[src/hdl/glob_pattern_matcher_defines.svh]
// assertion macros shared by the glob pattern matcher modules
`ifndef GLOB_PATTERN_MATCHER_DEFINES_SVH
`define GLOB_PATTERN_MATCHER_DEFINES_SVH

// same-cycle implication
`define GPM_ASSERT_IMP(lbl, clk, rst_n, ante, cons) \
    lbl: assert property (@(posedge clk) disable iff (!rst_n) (ante) |-> (cons)) \
        else $error("gpm assertion failed");

// next-cycle implication
`define GPM_ASSERT_NXT(lbl, clk, rst_n, ante, cons) \
    lbl: assert property (@(posedge clk) disable iff (!rst_n) (ante) |=> (cons)) \
        else $error("gpm assertion failed");

`endif

[src/hdl/gpm_pkg.sv]
// types and constants of the glob pattern matcher
`default_nettype none
package gpm_pkg;

    localparam logic [7:0] C_STAR   = 8'h2A;
    localparam logic [7:0] C_QMARK  = 8'h3F;
    localparam logic [7:0] C_LBRACK = 8'h5B;
    localparam logic [7:0] C_RBRACK = 8'h5D;
    localparam logic [7:0] C_BANG   = 8'h21;
    localparam logic [7:0] C_CARET  = 8'h5E;
    localparam logic [7:0] C_DASH   = 8'h2D;
    localparam logic [7:0] C_BSLASH = 8'h5C;
    localparam logic [7:0] C_SLASH  = 8'h2F;
    localparam logic [7:0] C_DOT    = 8'h2E;

    localparam int OPT_NOESC  = 0;
    localparam int OPT_PATH   = 1;
    localparam int OPT_PERIOD = 2;

    typedef enum logic [4:0] {
        ST_IDLE, ST_CHECK, ST_FETCH, ST_EVAL, ST_PREV, ST_ESC,
        ST_SET0, ST_SET1, ST_ITEM_F, ST_ITEM, ST_LO_F, ST_LO,
        ST_DASH_F, ST_DASH, ST_HI_F, ST_HI, ST_TAIL_F, ST_TAIL, ST_DONE
    } t_state;

    typedef enum logic [4:0] {
        OP_NONE, OP_LOAD, OP_START, OP_STAR, OP_HIT1, OP_HIT2, OP_HITSET,
        OP_MISS, OP_FAIL, OP_PASS, OP_LONG, OP_SETINIT, OP_NEG, OP_SIINC,
        OP_LO, OP_CMP, OP_RANGE, OP_PINC, OP_OUT
    } t_op;

    typedef enum logic [1:0] {PA_PPOS, PA_PPOS1, PA_SI, PA_SI1} t_pa;
    typedef enum logic {SA_SPOS, SA_PREV} t_sa;

    typedef struct packed {
        t_op  op;
        t_pa  pa;
        t_sa  sa;
        logic latch_c;
    } t_cmd;

    typedef struct packed {
        logic in_subj_done;
        logic too_long;
        logic out_free;
        logic p_end;
        logic p1_end;
        logic s_end;
        logic spos_zero;
        logic si_end;
        logic si1_lt;
        logic star_seen;
        logic set_match;
        logic esc_on;
        logic path_on;
        logic period_on;
        logic pq_star;
        logic pq_qmark;
        logic pq_lbr;
        logic pq_rbr;
        logic pq_bslash;
        logic pq_bang;
        logic pq_dash;
        logic eq_pc;
        logic esc_eq;
        logic c_slash;
        logic c_dot;
    } t_sts;

endpackage
`default_nettype wire

[src/hdl/gpm_ram.sv]
// generic single-write single-read ram with registered read data
`default_nettype none
module gpm_ram #(
    parameter int WIDTH = 8,
    parameter int DEPTH = 64
) (
    input  wire logic                     i_clk,
    input  wire logic                     i_we,
    input  wire logic [$clog2(DEPTH)-1:0] i_waddr,
    input  wire logic [WIDTH-1:0]         i_wdata,
    input  wire logic [$clog2(DEPTH)-1:0] i_raddr,
    output logic      [WIDTH-1:0]         o_rdata
);
    logic [WIDTH-1:0] r_mem [DEPTH];

    always_ff @(posedge i_clk) begin
        if (i_we) begin
            r_mem[i_waddr] <= i_wdata;
        end
        o_rdata <= r_mem[i_raddr];
    end
endmodule
`default_nettype wire

[src/hdl/gpm_dp.sv]
// datapath: stores, walk positions, set scan registers and result register
`default_nettype none
`include "glob_pattern_matcher_defines.svh"
module gpm_dp import gpm_pkg::*; #(
    parameter int PATTERN_DEPTH = 64,
    parameter int SUBJECT_DEPTH = 256
) (
    input  wire logic       i_clk,
    input  wire logic       i_rst_n,
    input  wire logic       i_cfg_valid,
    input  wire logic [2:0] i_match_options,
    input  wire logic       i_req_type,
    input  wire logic [7:0] i_byte_value,
    input  wire logic       i_is_last,
    input  wire logic       i_is_empty,
    input  wire logic       i_out_ready,
    input  wire t_cmd       i_cmd,
    output t_sts            o_sts,
    output logic            o_out_valid,
    output logic            o_match_found,
    output logic            o_too_long
);
    localparam int PW  = $clog2(PATTERN_DEPTH + 1);
    localparam int SW  = $clog2(SUBJECT_DEPTH + 1);
    localparam int PAW = $clog2(PATTERN_DEPTH);
    localparam int SAW = $clog2(SUBJECT_DEPTH);
    localparam logic [PW-1:0] P_MAX = PW'(PATTERN_DEPTH);
    localparam logic [SW-1:0] S_MAX = SW'(SUBJECT_DEPTH);

    logic [2:0]    r_opts;
    logic [PW-1:0] r_plen, r_ppos, r_star_pp, r_si;
    logic [SW-1:0] r_slen, r_spos, r_star_sp;
    logic          r_povf, r_sovf, r_pdone, r_star_seen, r_neg, r_set_hit;
    logic [7:0]    r_lo, r_c;
    logic          r_res_match, r_res_long, r_out_valid, r_out_match, r_out_long;

    logic [PW-1:0]  n_plen_base, ppos_inc, si_inc, star_pp_inc;
    logic [SW-1:0]  spos_inc, spos_dec, star_sp_inc;
    logic           p_restart, p_we, s_we;
    logic [PAW-1:0] p_raddr;
    logic [SAW-1:0] s_raddr;
    logic [7:0]     w_pq, w_sq;
    logic           load_p, load_s;

    assign load_p      = (i_cmd.op == OP_LOAD) && !i_req_type;
    assign load_s      = (i_cmd.op == OP_LOAD) && i_req_type;
    assign p_restart   = r_pdone || i_is_empty;
    assign n_plen_base = p_restart ? '0 : r_plen;
    assign p_we        = load_p && !i_is_empty && (n_plen_base < P_MAX);
    assign s_we        = load_s && !i_is_empty && (r_slen < S_MAX);
    assign ppos_inc    = r_ppos + 1'b1;
    assign star_pp_inc = r_ppos + 1'b1;
    assign si_inc      = r_si + 1'b1;
    assign spos_inc    = r_spos + 1'b1;
    assign spos_dec    = r_spos - 1'b1;
    assign star_sp_inc = r_star_sp + 1'b1;

    always_comb begin
        unique case (i_cmd.pa)
            PA_PPOS:  p_raddr = r_ppos[PAW-1:0];
            PA_PPOS1: p_raddr = ppos_inc[PAW-1:0];
            PA_SI:    p_raddr = r_si[PAW-1:0];
            PA_SI1:   p_raddr = si_inc[PAW-1:0];
            default:  p_raddr = r_ppos[PAW-1:0];
        endcase
        s_raddr = (i_cmd.sa == SA_PREV) ? spos_dec[SAW-1:0] : r_spos[SAW-1:0];
    end

    gpm_ram #(.WIDTH(8), .DEPTH(PATTERN_DEPTH)) u_pat_ram (
        .i_clk   (i_clk),
        .i_we    (p_we),
        .i_waddr (n_plen_base[PAW-1:0]),
        .i_wdata (i_byte_value),
        .i_raddr (p_raddr),
        .o_rdata (w_pq)
    );

    gpm_ram #(.WIDTH(8), .DEPTH(SUBJECT_DEPTH)) u_subj_ram (
        .i_clk   (i_clk),
        .i_we    (s_we),
        .i_waddr (r_slen[SAW-1:0]),
        .i_wdata (i_byte_value),
        .i_raddr (s_raddr),
        .o_rdata (w_sq)
    );

    // control registers
    always_ff @(posedge i_clk) begin
        if (!i_rst_n) begin
            r_opts      <= '0;
            r_plen      <= '0;
            r_slen      <= '0;
            r_povf      <= 1'b0;
            r_sovf      <= 1'b0;
            r_pdone     <= 1'b0;
            r_out_valid <= 1'b0;
        end else begin
            if (i_cfg_valid) begin
                r_opts <= i_match_options;
            end
            if (r_out_valid && i_out_ready) begin
                r_out_valid <= 1'b0;
            end
            if (load_p) begin
                if (p_restart) begin
                    r_povf <= 1'b0;
                end
                if (!i_is_empty && (n_plen_base >= P_MAX)) begin
                    r_povf <= 1'b1;
                end
                r_plen  <= p_we ? n_plen_base + 1'b1 : n_plen_base;
                r_pdone <= i_is_last || i_is_empty;
            end
            if (load_s) begin
                if (i_is_empty) begin
                    r_slen <= '0;
                    r_sovf <= 1'b0;
                end else if (s_we) begin
                    r_slen <= r_slen + 1'b1;
                end else begin
                    r_sovf <= 1'b1;
                end
            end
            if (i_cmd.op == OP_OUT) begin
                r_out_valid <= 1'b1;
                r_slen      <= '0;
                r_sovf      <= 1'b0;
            end
        end
    end

    // walk registers
    always_ff @(posedge i_clk) begin
        if (i_cmd.latch_c) begin
            r_c <= w_sq;
        end
        case (i_cmd.op)
            OP_START: begin
                r_ppos      <= '0;
                r_spos      <= '0;
                r_star_pp   <= '0;
                r_star_sp   <= '0;
                r_star_seen <= 1'b0;
            end
            OP_STAR: begin
                r_ppos      <= ppos_inc;
                r_star_pp   <= star_pp_inc;
                r_star_sp   <= r_spos;
                r_star_seen <= 1'b1;
            end
            OP_HIT1: begin
                r_ppos <= ppos_inc;
                r_spos <= spos_inc;
            end
            OP_HIT2: begin
                r_ppos <= r_ppos + PW'(2);
                r_spos <= spos_inc;
            end
            OP_HITSET: begin
                r_ppos <= si_inc;
                r_spos <= spos_inc;
            end
            OP_MISS: begin
                r_star_sp <= star_sp_inc;
                r_spos    <= star_sp_inc;
                r_ppos    <= r_star_pp;
            end
            OP_PINC: r_ppos <= ppos_inc;
            OP_SETINIT: begin
                r_si      <= ppos_inc;
                r_neg     <= 1'b0;
                r_set_hit <= 1'b0;
            end
            OP_NEG: begin
                r_neg <= 1'b1;
                r_si  <= si_inc;
            end
            OP_SIINC: r_si <= si_inc;
            OP_LO: begin
                r_lo <= w_pq;
                r_si <= si_inc;
            end
            OP_CMP: begin
                if (r_c == r_lo) begin
                    r_set_hit <= 1'b1;
                end
            end
            OP_RANGE: begin
                if ((r_c >= r_lo) && (r_c <= w_pq)) begin
                    r_set_hit <= 1'b1;
                end
                r_si <= r_si + PW'(2);
            end
            OP_FAIL: begin
                r_res_match <= 1'b0;
                r_res_long  <= 1'b0;
            end
            OP_PASS: begin
                r_res_match <= 1'b1;
                r_res_long  <= 1'b0;
            end
            OP_LONG: begin
                r_res_match <= 1'b0;
                r_res_long  <= 1'b1;
            end
            OP_OUT: begin
                r_out_match <= r_res_match;
                r_out_long  <= r_res_long;
            end
            default: ;
        endcase
    end

    always_comb begin
        o_sts.in_subj_done = i_req_type && (i_is_last || i_is_empty);
        o_sts.too_long     = r_povf || r_sovf;
        o_sts.out_free     = !r_out_valid || i_out_ready;
        o_sts.p_end        = r_ppos >= r_plen;
        o_sts.p1_end       = ({1'b0, r_ppos} + 1'b1) >= {1'b0, r_plen};
        o_sts.s_end        = r_spos >= r_slen;
        o_sts.spos_zero    = r_spos == '0;
        o_sts.si_end       = r_si >= r_plen;
        o_sts.si1_lt       = ({1'b0, r_si} + 1'b1) < {1'b0, r_plen};
        o_sts.star_seen    = r_star_seen;
        o_sts.set_match    = r_set_hit ^ r_neg;
        o_sts.esc_on       = !r_opts[OPT_NOESC];
        o_sts.path_on      = r_opts[OPT_PATH];
        o_sts.period_on    = r_opts[OPT_PERIOD];
        o_sts.pq_star      = w_pq == C_STAR;
        o_sts.pq_qmark     = w_pq == C_QMARK;
        o_sts.pq_lbr       = w_pq == C_LBRACK;
        o_sts.pq_rbr       = w_pq == C_RBRACK;
        o_sts.pq_bslash    = w_pq == C_BSLASH;
        o_sts.pq_bang      = (w_pq == C_BANG) || (w_pq == C_CARET);
        o_sts.pq_dash      = w_pq == C_DASH;
        o_sts.eq_pc        = w_pq == w_sq;
        o_sts.esc_eq       = w_pq == r_c;
        o_sts.c_slash      = w_sq == C_SLASH;
        o_sts.c_dot        = w_sq == C_DOT;
    end

    assign o_out_valid   = r_out_valid;
    assign o_match_found = r_out_match;
    assign o_too_long    = r_out_long;

    `GPM_ASSERT_NXT(a_miss_rewinds, i_clk, i_rst_n, i_cmd.op == OP_MISS, r_spos == r_star_sp)
    `GPM_ASSERT_IMP(a_hitset_in_range, i_clk, i_rst_n, i_cmd.op == OP_HITSET, r_si < r_plen)
endmodule
`default_nettype wire

[src/hdl/gpm_ctrl.sv]
// controller state machine for load, match walk and set scan
`default_nettype none
`include "glob_pattern_matcher_defines.svh"
module gpm_ctrl import gpm_pkg::*; (
    input  wire logic i_clk,
    input  wire logic i_rst_n,
    input  wire logic i_in_valid,
    input  wire t_sts i_sts,
    output logic      o_in_ready,
    output t_cmd      o_cmd
);
    t_state r_state, n_state;
    logic   fire, qmiss, qprev;
    t_state miss_ns;
    t_op    miss_op;

    assign fire    = i_in_valid && (r_state == ST_IDLE);
    assign qmiss   = (i_sts.path_on && i_sts.c_slash)
                   || (i_sts.period_on && i_sts.c_dot && i_sts.spos_zero);
    assign qprev   = i_sts.period_on && i_sts.c_dot && i_sts.path_on;
    assign miss_ns = i_sts.star_seen ? ST_FETCH : ST_DONE;
    assign miss_op = i_sts.star_seen ? OP_MISS : OP_FAIL;

    always_ff @(posedge i_clk) begin
        if (!i_rst_n) begin
            r_state <= ST_IDLE;
        end else begin
            r_state <= n_state;
        end
    end

    always_comb begin
        n_state = r_state;
        unique case (r_state)
            ST_IDLE:   if (fire && i_sts.in_subj_done) n_state = ST_CHECK;
            ST_CHECK:  n_state = i_sts.too_long ? ST_DONE : ST_FETCH;
            ST_FETCH: begin
                if (i_sts.s_end)      n_state = ST_TAIL_F;
                else if (i_sts.p_end) n_state = miss_ns;
                else                  n_state = ST_EVAL;
            end
            ST_EVAL: begin
                if (i_sts.pq_star) begin
                    n_state = ST_FETCH;
                end else if (i_sts.pq_qmark) begin
                    if (qmiss)      n_state = miss_ns;
                    else if (qprev) n_state = ST_PREV;
                    else            n_state = ST_FETCH;
                end else if (i_sts.pq_lbr) begin
                    n_state = ST_SET0;
                end else if (i_sts.pq_bslash && i_sts.esc_on) begin
                    n_state = i_sts.p1_end ? ST_DONE : ST_ESC;
                end else begin
                    n_state = i_sts.eq_pc ? ST_FETCH : miss_ns;
                end
            end
            ST_PREV:   n_state = i_sts.c_slash ? miss_ns : ST_FETCH;
            ST_ESC:    n_state = i_sts.esc_eq ? ST_FETCH : miss_ns;
            ST_SET0:   n_state = i_sts.si_end ? miss_ns : ST_SET1;
            ST_SET1:   n_state = ST_ITEM_F;
            ST_ITEM_F: n_state = i_sts.si_end ? miss_ns : ST_ITEM;
            ST_ITEM: begin
                if (i_sts.pq_rbr)
                    n_state = i_sts.set_match ? ST_FETCH : miss_ns;
                else if (i_sts.pq_bslash && i_sts.esc_on)
                    n_state = i_sts.si1_lt ? ST_LO_F : miss_ns;
                else
                    n_state = ST_DASH_F;
            end
            ST_LO_F:   n_state = ST_LO;
            ST_LO:     n_state = ST_DASH_F;
            ST_DASH_F: n_state = i_sts.si1_lt ? ST_DASH : ST_ITEM_F;
            ST_DASH:   n_state = i_sts.pq_dash ? ST_HI_F : ST_ITEM_F;
            ST_HI_F:   n_state = ST_HI;
            ST_HI:     n_state = ST_ITEM_F;
            ST_TAIL_F: n_state = i_sts.p_end ? ST_DONE : ST_TAIL;
            ST_TAIL:   n_state = i_sts.pq_star ? ST_TAIL_F : ST_DONE;
            ST_DONE:   if (i_sts.out_free) n_state = ST_IDLE;
            default:   n_state = ST_IDLE;
        endcase
    end

    always_comb begin
        o_in_ready    = 1'b0;
        o_cmd.op      = OP_NONE;
        o_cmd.pa      = PA_PPOS;
        o_cmd.sa      = SA_SPOS;
        o_cmd.latch_c = 1'b0;
        unique case (r_state)
            ST_IDLE: begin
                o_in_ready = 1'b1;
                if (fire) o_cmd.op = OP_LOAD;
            end
            ST_CHECK:  o_cmd.op = i_sts.too_long ? OP_LONG : OP_START;
            ST_FETCH: begin
                if (!i_sts.s_end && i_sts.p_end) o_cmd.op = miss_op;
            end
            ST_EVAL: begin
                o_cmd.latch_c = 1'b1;
                if (i_sts.pq_star) begin
                    o_cmd.op = OP_STAR;
                end else if (i_sts.pq_qmark) begin
                    if (qmiss)      o_cmd.op = miss_op;
                    else if (qprev) o_cmd.sa = SA_PREV;
                    else            o_cmd.op = OP_HIT1;
                end else if (i_sts.pq_lbr) begin
                    o_cmd.op = OP_SETINIT;
                end else if (i_sts.pq_bslash && i_sts.esc_on) begin
                    if (i_sts.p1_end) o_cmd.op = OP_FAIL;
                    else              o_cmd.pa = PA_PPOS1;
                end else begin
                    o_cmd.op = i_sts.eq_pc ? OP_HIT1 : miss_op;
                end
            end
            ST_PREV:   o_cmd.op = i_sts.c_slash ? miss_op : OP_HIT1;
            ST_ESC:    o_cmd.op = i_sts.esc_eq ? OP_HIT2 : miss_op;
            ST_SET0: begin
                if (i_sts.si_end) o_cmd.op = miss_op;
                else              o_cmd.pa = PA_SI;
            end
            ST_SET1:   if (i_sts.pq_bang) o_cmd.op = OP_NEG;
            ST_ITEM_F: begin
                if (i_sts.si_end) o_cmd.op = miss_op;
                else              o_cmd.pa = PA_SI;
            end
            ST_ITEM: begin
                if (i_sts.pq_rbr)
                    o_cmd.op = i_sts.set_match ? OP_HITSET : miss_op;
                else if (i_sts.pq_bslash && i_sts.esc_on)
                    o_cmd.op = i_sts.si1_lt ? OP_SIINC : miss_op;
                else
                    o_cmd.op = OP_LO;
            end
            ST_LO_F:   o_cmd.pa = PA_SI;
            ST_LO:     o_cmd.op = OP_LO;
            ST_DASH_F: begin
                if (i_sts.si1_lt) o_cmd.pa = PA_SI;
                else              o_cmd.op = OP_CMP;
            end
            ST_DASH:   if (!i_sts.pq_dash) o_cmd.op = OP_CMP;
            ST_HI_F:   o_cmd.pa = PA_SI1;
            ST_HI:     o_cmd.op = i_sts.pq_rbr ? OP_CMP : OP_RANGE;
            ST_TAIL_F: begin
                if (i_sts.p_end) o_cmd.op = OP_PASS;
                else             o_cmd.pa = PA_PPOS;
            end
            ST_TAIL:   o_cmd.op = i_sts.pq_star ? OP_PINC : OP_FAIL;
            ST_DONE:   if (i_sts.out_free) o_cmd.op = OP_OUT;
            default: ;
        endcase
    end

    `GPM_ASSERT_IMP(a_miss_needs_star, i_clk, i_rst_n, o_cmd.op == OP_MISS, i_sts.star_seen)
    `GPM_ASSERT_NXT(a_last_starts_check, i_clk, i_rst_n, fire && i_sts.in_subj_done, r_state == ST_CHECK)
endmodule
`default_nettype wire

[src/hdl/glob_pattern_matcher.sv]
// top level of the glob pattern matcher
//
// channel  | valid       | ready       | payload
// input    | i_in_valid  | o_in_ready  | i_req_type, i_byte_value, i_is_last, i_is_empty
// result   | o_out_valid | i_out_ready | o_match_found, o_too_long
// config   | i_cfg_valid | o_cfg_ready | i_match_options
//
// a pattern or subject byte is stored unless its store is full; no result for a non-final byte
// a final subject byte starts the match walk: a check state, then fetch and evaluate per
// pattern step, plus a state for an escape or a period check after a slash; a bracket set
// adds set head and item scan states; the walk repeats from the star on each backtrack
// input is held off during the walk and while a result waits for a free output slot
// reset clears lengths, flags and options; the stores are not cleared
`default_nettype none
module glob_pattern_matcher import gpm_pkg::*; #(
    parameter int PATTERN_DEPTH = 64,
    parameter int SUBJECT_DEPTH = 256
) (
    input  wire logic       i_clk,
    input  wire logic       i_rst_n,
    input  wire logic       i_in_valid,
    output logic            o_in_ready,
    input  wire logic       i_req_type,
    input  wire logic [7:0] i_byte_value,
    input  wire logic       i_is_last,
    input  wire logic       i_is_empty,
    output logic            o_out_valid,
    input  wire logic       i_out_ready,
    output logic            o_match_found,
    output logic            o_too_long,
    input  wire logic       i_cfg_valid,
    output logic            o_cfg_ready,
    input  wire logic [2:0] i_match_options
);
    t_cmd w_cmd;
    t_sts w_sts;

    assign o_cfg_ready = 1'b1;

    gpm_ctrl u_ctrl (
        .i_clk      (i_clk),
        .i_rst_n    (i_rst_n),
        .i_in_valid (i_in_valid),
        .i_sts      (w_sts),
        .o_in_ready (o_in_ready),
        .o_cmd      (w_cmd)
    );

    gpm_dp #(
        .PATTERN_DEPTH (PATTERN_DEPTH),
        .SUBJECT_DEPTH (SUBJECT_DEPTH)
    ) u_dp (
        .i_clk           (i_clk),
        .i_rst_n         (i_rst_n),
        .i_cfg_valid     (i_cfg_valid),
        .i_match_options (i_match_options),
        .i_req_type      (i_req_type),
        .i_byte_value    (i_byte_value),
        .i_is_last       (i_is_last),
        .i_is_empty      (i_is_empty),
        .i_out_ready     (i_out_ready),
        .i_cmd           (w_cmd),
        .o_sts           (w_sts),
        .o_out_valid     (o_out_valid),
        .o_match_found   (o_match_found),
        .o_too_long      (o_too_long)
    );
endmodule
`default_nettype wire
[config.mk]
export PLATFORM = sky130hd
export DESIGN_NAME = glob_pattern_matcher
export DESIGN_NICKNAME = d
export VERILOG_FILES = /design/src/hdl/gpm_pkg.sv /design/src/hdl/gpm_ram.sv /design/src/hdl/gpm_dp.sv /design/src/hdl/gpm_ctrl.sv /design/src/hdl/glob_pattern_matcher.sv
export VERILOG_INCLUDE_DIRS = /design/src /design/src/hdl
export SDC_FILE = /design/constraint.sdc
export NUM_CORES = 2
export LEC_CHECK = 0
export BUFFER_PORTS_ARGS = -buffer_cell sky130_fd_sc_hd__buf_2
export CORE_MARGIN = 5
export CORE_UTILIZATION = 68
export CTS_CLUSTER_DIAMETER = 120
export DETAILED_ROUTE_END_ITERATION = 10
export PLACE_DENSITY_LB_ADDON = 0.05
export SYNTH_ARGS = -nofsm -noshare
export SYNTH_HDL_FRONTEND = slang
export SYNTH_SLANG_ARGS = --single-unit
[constraint.sdc]
create_clock -name i_clk -period 8.4 [get_ports i_clk]
set_input_delay 0.42 -clock i_clk [delete_from_list [all_inputs] [get_ports i_clk]]
set_output_delay 0.42 -clock i_clk [all_outputs]
set_load 0.03 [all_outputs]
==> impl_results.md <==
* Status: finished with violations
* Failing checks: capacitance limit, slew limit
* Final net count at roughly 7100
* Drt total wl at a little over 300000 µm
* Crit Path Category: reg -> reg
* Clock tree buffer depth at 4
* Commonest non-fill, non-tap cells in the layout: 2622 x edfxtp_1, 1115 x nand2_1, 429 x nor2_1, 384 x nand3_1
* IO buf count at 22
* Slew margin rel. at -0.0359
* Seq cells post-synth at approximately 2700
* Post-Syn Area per Cell at between 15 and 20 µm²
* WP data arrival at around 7600 ps
* Post-synth top area share at 0.727
* End of the worst hold path: u_dp.u_subj_ram.r_mem[107][6]
* Clock group share of total power at 0.347
* DIE AREA at 167000 µm²
* Cell taking the most area after synthesis: edfxtp_1
* Lkg Pwr at a little under 0.04 µW
* Post-synthesis sequential area ratio at 0.735
* Vias in the first global route at 63000
* R2r endpoint: u_dp.u_subj_ram.o_rdata[1]
* Hold Crit Depth at 1
* Skew final at 49.6 ps
* Mapped Cells at 6901
* Critical Path Start Type: flip-flop
* Number of vias per cell at 7.10
* Max FO, Critical Path at between 90 and 100
* MaxCap Viol Count at 3
* Post-layout min period at ~6800 ps
* WP data required at between 9000 and 10000 ps
* RSZ-0062 raised after global routing: false
* Mapped cell area at between 100000 and 150000 µm²
* DR DRC count at 0
* Slew Limit Fails at 5
* Starting density of the core at 0.683
* Top FF cell, synth: edfxtp_1
* Post-synth ARST share at 0
* Highest Clock Rate at ~150 MHz
* Worst-Margin Slew at between 1500 and 2000 ps
* Grt total ovfl at 0
* Vias at about 66000
* Max IR drop VDD at between 0.0002 and 0.0003 V
* Leading cell type in the layout, fill and taps excluded: edfxtp_1
* TritonCTS Sinks at between 2000 and 3000
* CTS Buf Count at around 280
* Hold Vio Cnt, Final at 0
* Die extent in x at 409 µm
* Tcrit/Tclk final at 0.808
* H-tree depth at 5
* Post-synth EDFFs at 2622
* Antenna violations before repair at 18
* Sum Neg Setup Slack at 0 ps
* P per Cell Area at roughly 290 nW/µm²
* Ys Warns at 0
* Finished Cell Area at ~120000 µm²
* WL/cell at ~33 µm
* Total GRT Usage at 0.367
* Mapped Nets at roughly 7000
* Area grow syn2layout at 10.4%
* Die height at around 410 µm
* Hold path start: i_byte_value[6]
* Pwr Total at 34200 µW
* Largest net degree at the start of global routing at 209
* Final setup fails at 0
* Sw Share at 0.297
* Final GP Congestion at roughly 0.94
* Worst R2R Path Depth at 12
* FF-to-FF setup slack at ~1600 ps
* Synth area leaders: edfxtp_1 73%, mux4_2 6.1%, nand2_1 3.9%, mux2i_1 2.2%, nand3_1 1.8%
* CTS tree: done
* Worst-Skew Late Latency at slightly above 900 ps
* Core area at 158000 µm²
* DR pass1 iterations at 7
* Sw Pwr at approximately 10000 µW
* Cell Rows at between 100 and 150
* I/O pins at 24
* 1st-iter DRT viols at approximately 11000
* Post-DP HPWL at about 190000 µm
* First-pass GRT wire length at approximately 440000 µm
* Clock transition at path regs at 60 ps
* Comb pwr share at 0.213
* ANT nets after route at 0
* Ratio of cells with drive above 1 in the final layout at 0.129
* Seq pwr share at 0.441
* Placed cell areas at roughly 110000 µm²
* Hold/Removal Path Class: in -> reg
* Int Pwr at roughly 24000 µW
* CP Capture Type: flip-flop
* Cell variety after synth at 98
* CTS Root Cell: clkbuf_16
* FF-to-FF Start: u_ctrl.r_state[1]
flip-flops by register name, indices dropped and copies added (netlist names), 3 cells and up:
signal	count
u_dp.u_subj_ram.r_mem	2048
u_dp.u_pat_ram.r_mem	512
u_dp.r_slen	9
u_dp.r_spos	9
u_dp.r_star_sp	9
u_dp.r_c	8
u_dp.r_lo	8
u_dp.u_pat_ram.o_rdata	8
u_dp.u_subj_ram.o_rdata	8
u_dp.r_plen	7
u_dp.r_ppos	7
u_dp.r_si	7
u_dp.r_star_pp	7
u_ctrl.r_state	5
u_dp.r_opts	3
Yosys cell counts (71+ instances only):
master and instances:
nand2_1 1115, clkbuf_1 172, nand4_1 88, edfxtp_1 2622
a31oi_1 85, o21ai_0 77, mux4_2 291, a22oi_1 89
nor2_1 438, nand3_1 388, a32oi_1 71, mux2i_1 243
buf_2 150, a21oi_1 121
final cells by class:
cell class | count | area [µm²]
flip-flops and latches | 2666 | 79600
fillers | 9205 | 38900
multi-input cells | 3780 | 26800
clock buffers | 363 | 7580
well taps | 2072 | 2590
repair buffers | 180 | 1680
clock inverters | 112 | 1020
inverters | 56 | 210
diodes | 19 | 47.5
power groups by stage:
stage | Clock (µW) | Sequential [µW] | Combinational [µW]
2_1_floorplan | 0 | 15200 | 4420
3_5_place_dp | 0 | 15300 | 7030
5_1_grt | 12500 | 15100 | 7580
3_3_place_gp | 0 | 15300 | 6940
6_report | 11900 | 15100 | 7290
4_1_cts | 11900 | 15100 | 7090
kinds of logic (layout without fill, tap and decap cells):
group / count (synthesis) / after routing / share of synthesized area
fa+ha+maj: 65 / 65 / 0.00751
simple gates: 2309 / 2309 / 0.0936
mux: 575 / 575 / 0.0873
xor+xnor: 58 / 58 / 0.00504
compound gates: 772 / 772 / 0.0511
flops: 2666 / 2666 / 0.735
other cells: 1 / 20 / 0.0000346
buf+inv: 455 / 711 / 0.0199
timing repair:
action                                 4_1_cts  5_1_grt
resized for setup                            0        0
endpoints found under the hold margin       29        0
setup buffers                                0        0
hold buffers                                15        0
worst max-delay path: stages, from the launching register on:
cell and delay (ps):
dfxtp_1 640, or3b_4 510, nor4_4 440, nand3_2 250, o21ai_4 980, buf_12 530
buf_4 380, mux4_2 530, mux2i_1 410, nor3_1 140, a311o_1 380, a2111oi_0 1210
o2bb2ai_1 170
routing by layer:
layer / global-route usage / vias to the layer above / routed length, µm
met5: 0 / - / 34
met3: 0.126 / 840 / 45100
met4: 0.156 / 6 / 14500
met1: 0.525 / 32900 / 112000
met2: 0.525 / 4960 / 135000
li1: - / 27000 / -
how the worst max path moves through the flow:
stage | slack (ps) | to | depth (start not counted) | from
6_report | 1610 | u_dp.u_subj_ram.o_rdata[1] | 12 | u_ctrl.r_state[1]
5_1_grt | 1330 | u_dp.u_pat_ram.o_rdata[2] | 17 | u_dp.r_ppos[0]
4_1_cts | 1820 | u_dp.u_subj_ram.o_rdata[1] | 12 | u_ctrl.r_state[2]
3_5_place_dp | 1890 | u_dp.u_subj_ram.o_rdata[1] | 12 | u_ctrl.r_state[1]
3_3_place_gp | 1960 | u_dp.u_subj_ram.o_rdata[1] | 12 | u_ctrl.r_state[1]
2_1_floorplan | 3920 | u_dp.u_pat_ram.o_rdata[0] | 19 | u_dp.r_ppos[0]
stage by stage:
| step | instances | utilization | hold WS, ps | worst slack [ps] |
|---|---|---|---|---|
| after floorplan | 6901 | - | 400 | 3920 |
| after global placement | 8739 | 0.699 | 420 | 1960 |
| after detailed placement | 8739 | 0.699 | 412 | 1890 |
| after CTS | 9229 | 0.754 | 14.3 | 1820 |
| after global routing | 9229 | 0.754 | 43.3 | 1330 |
| final | 9248 | 0.755 | 14.4 | 1610 |
No activity file was read; power rests on OpenSTA's default activity.
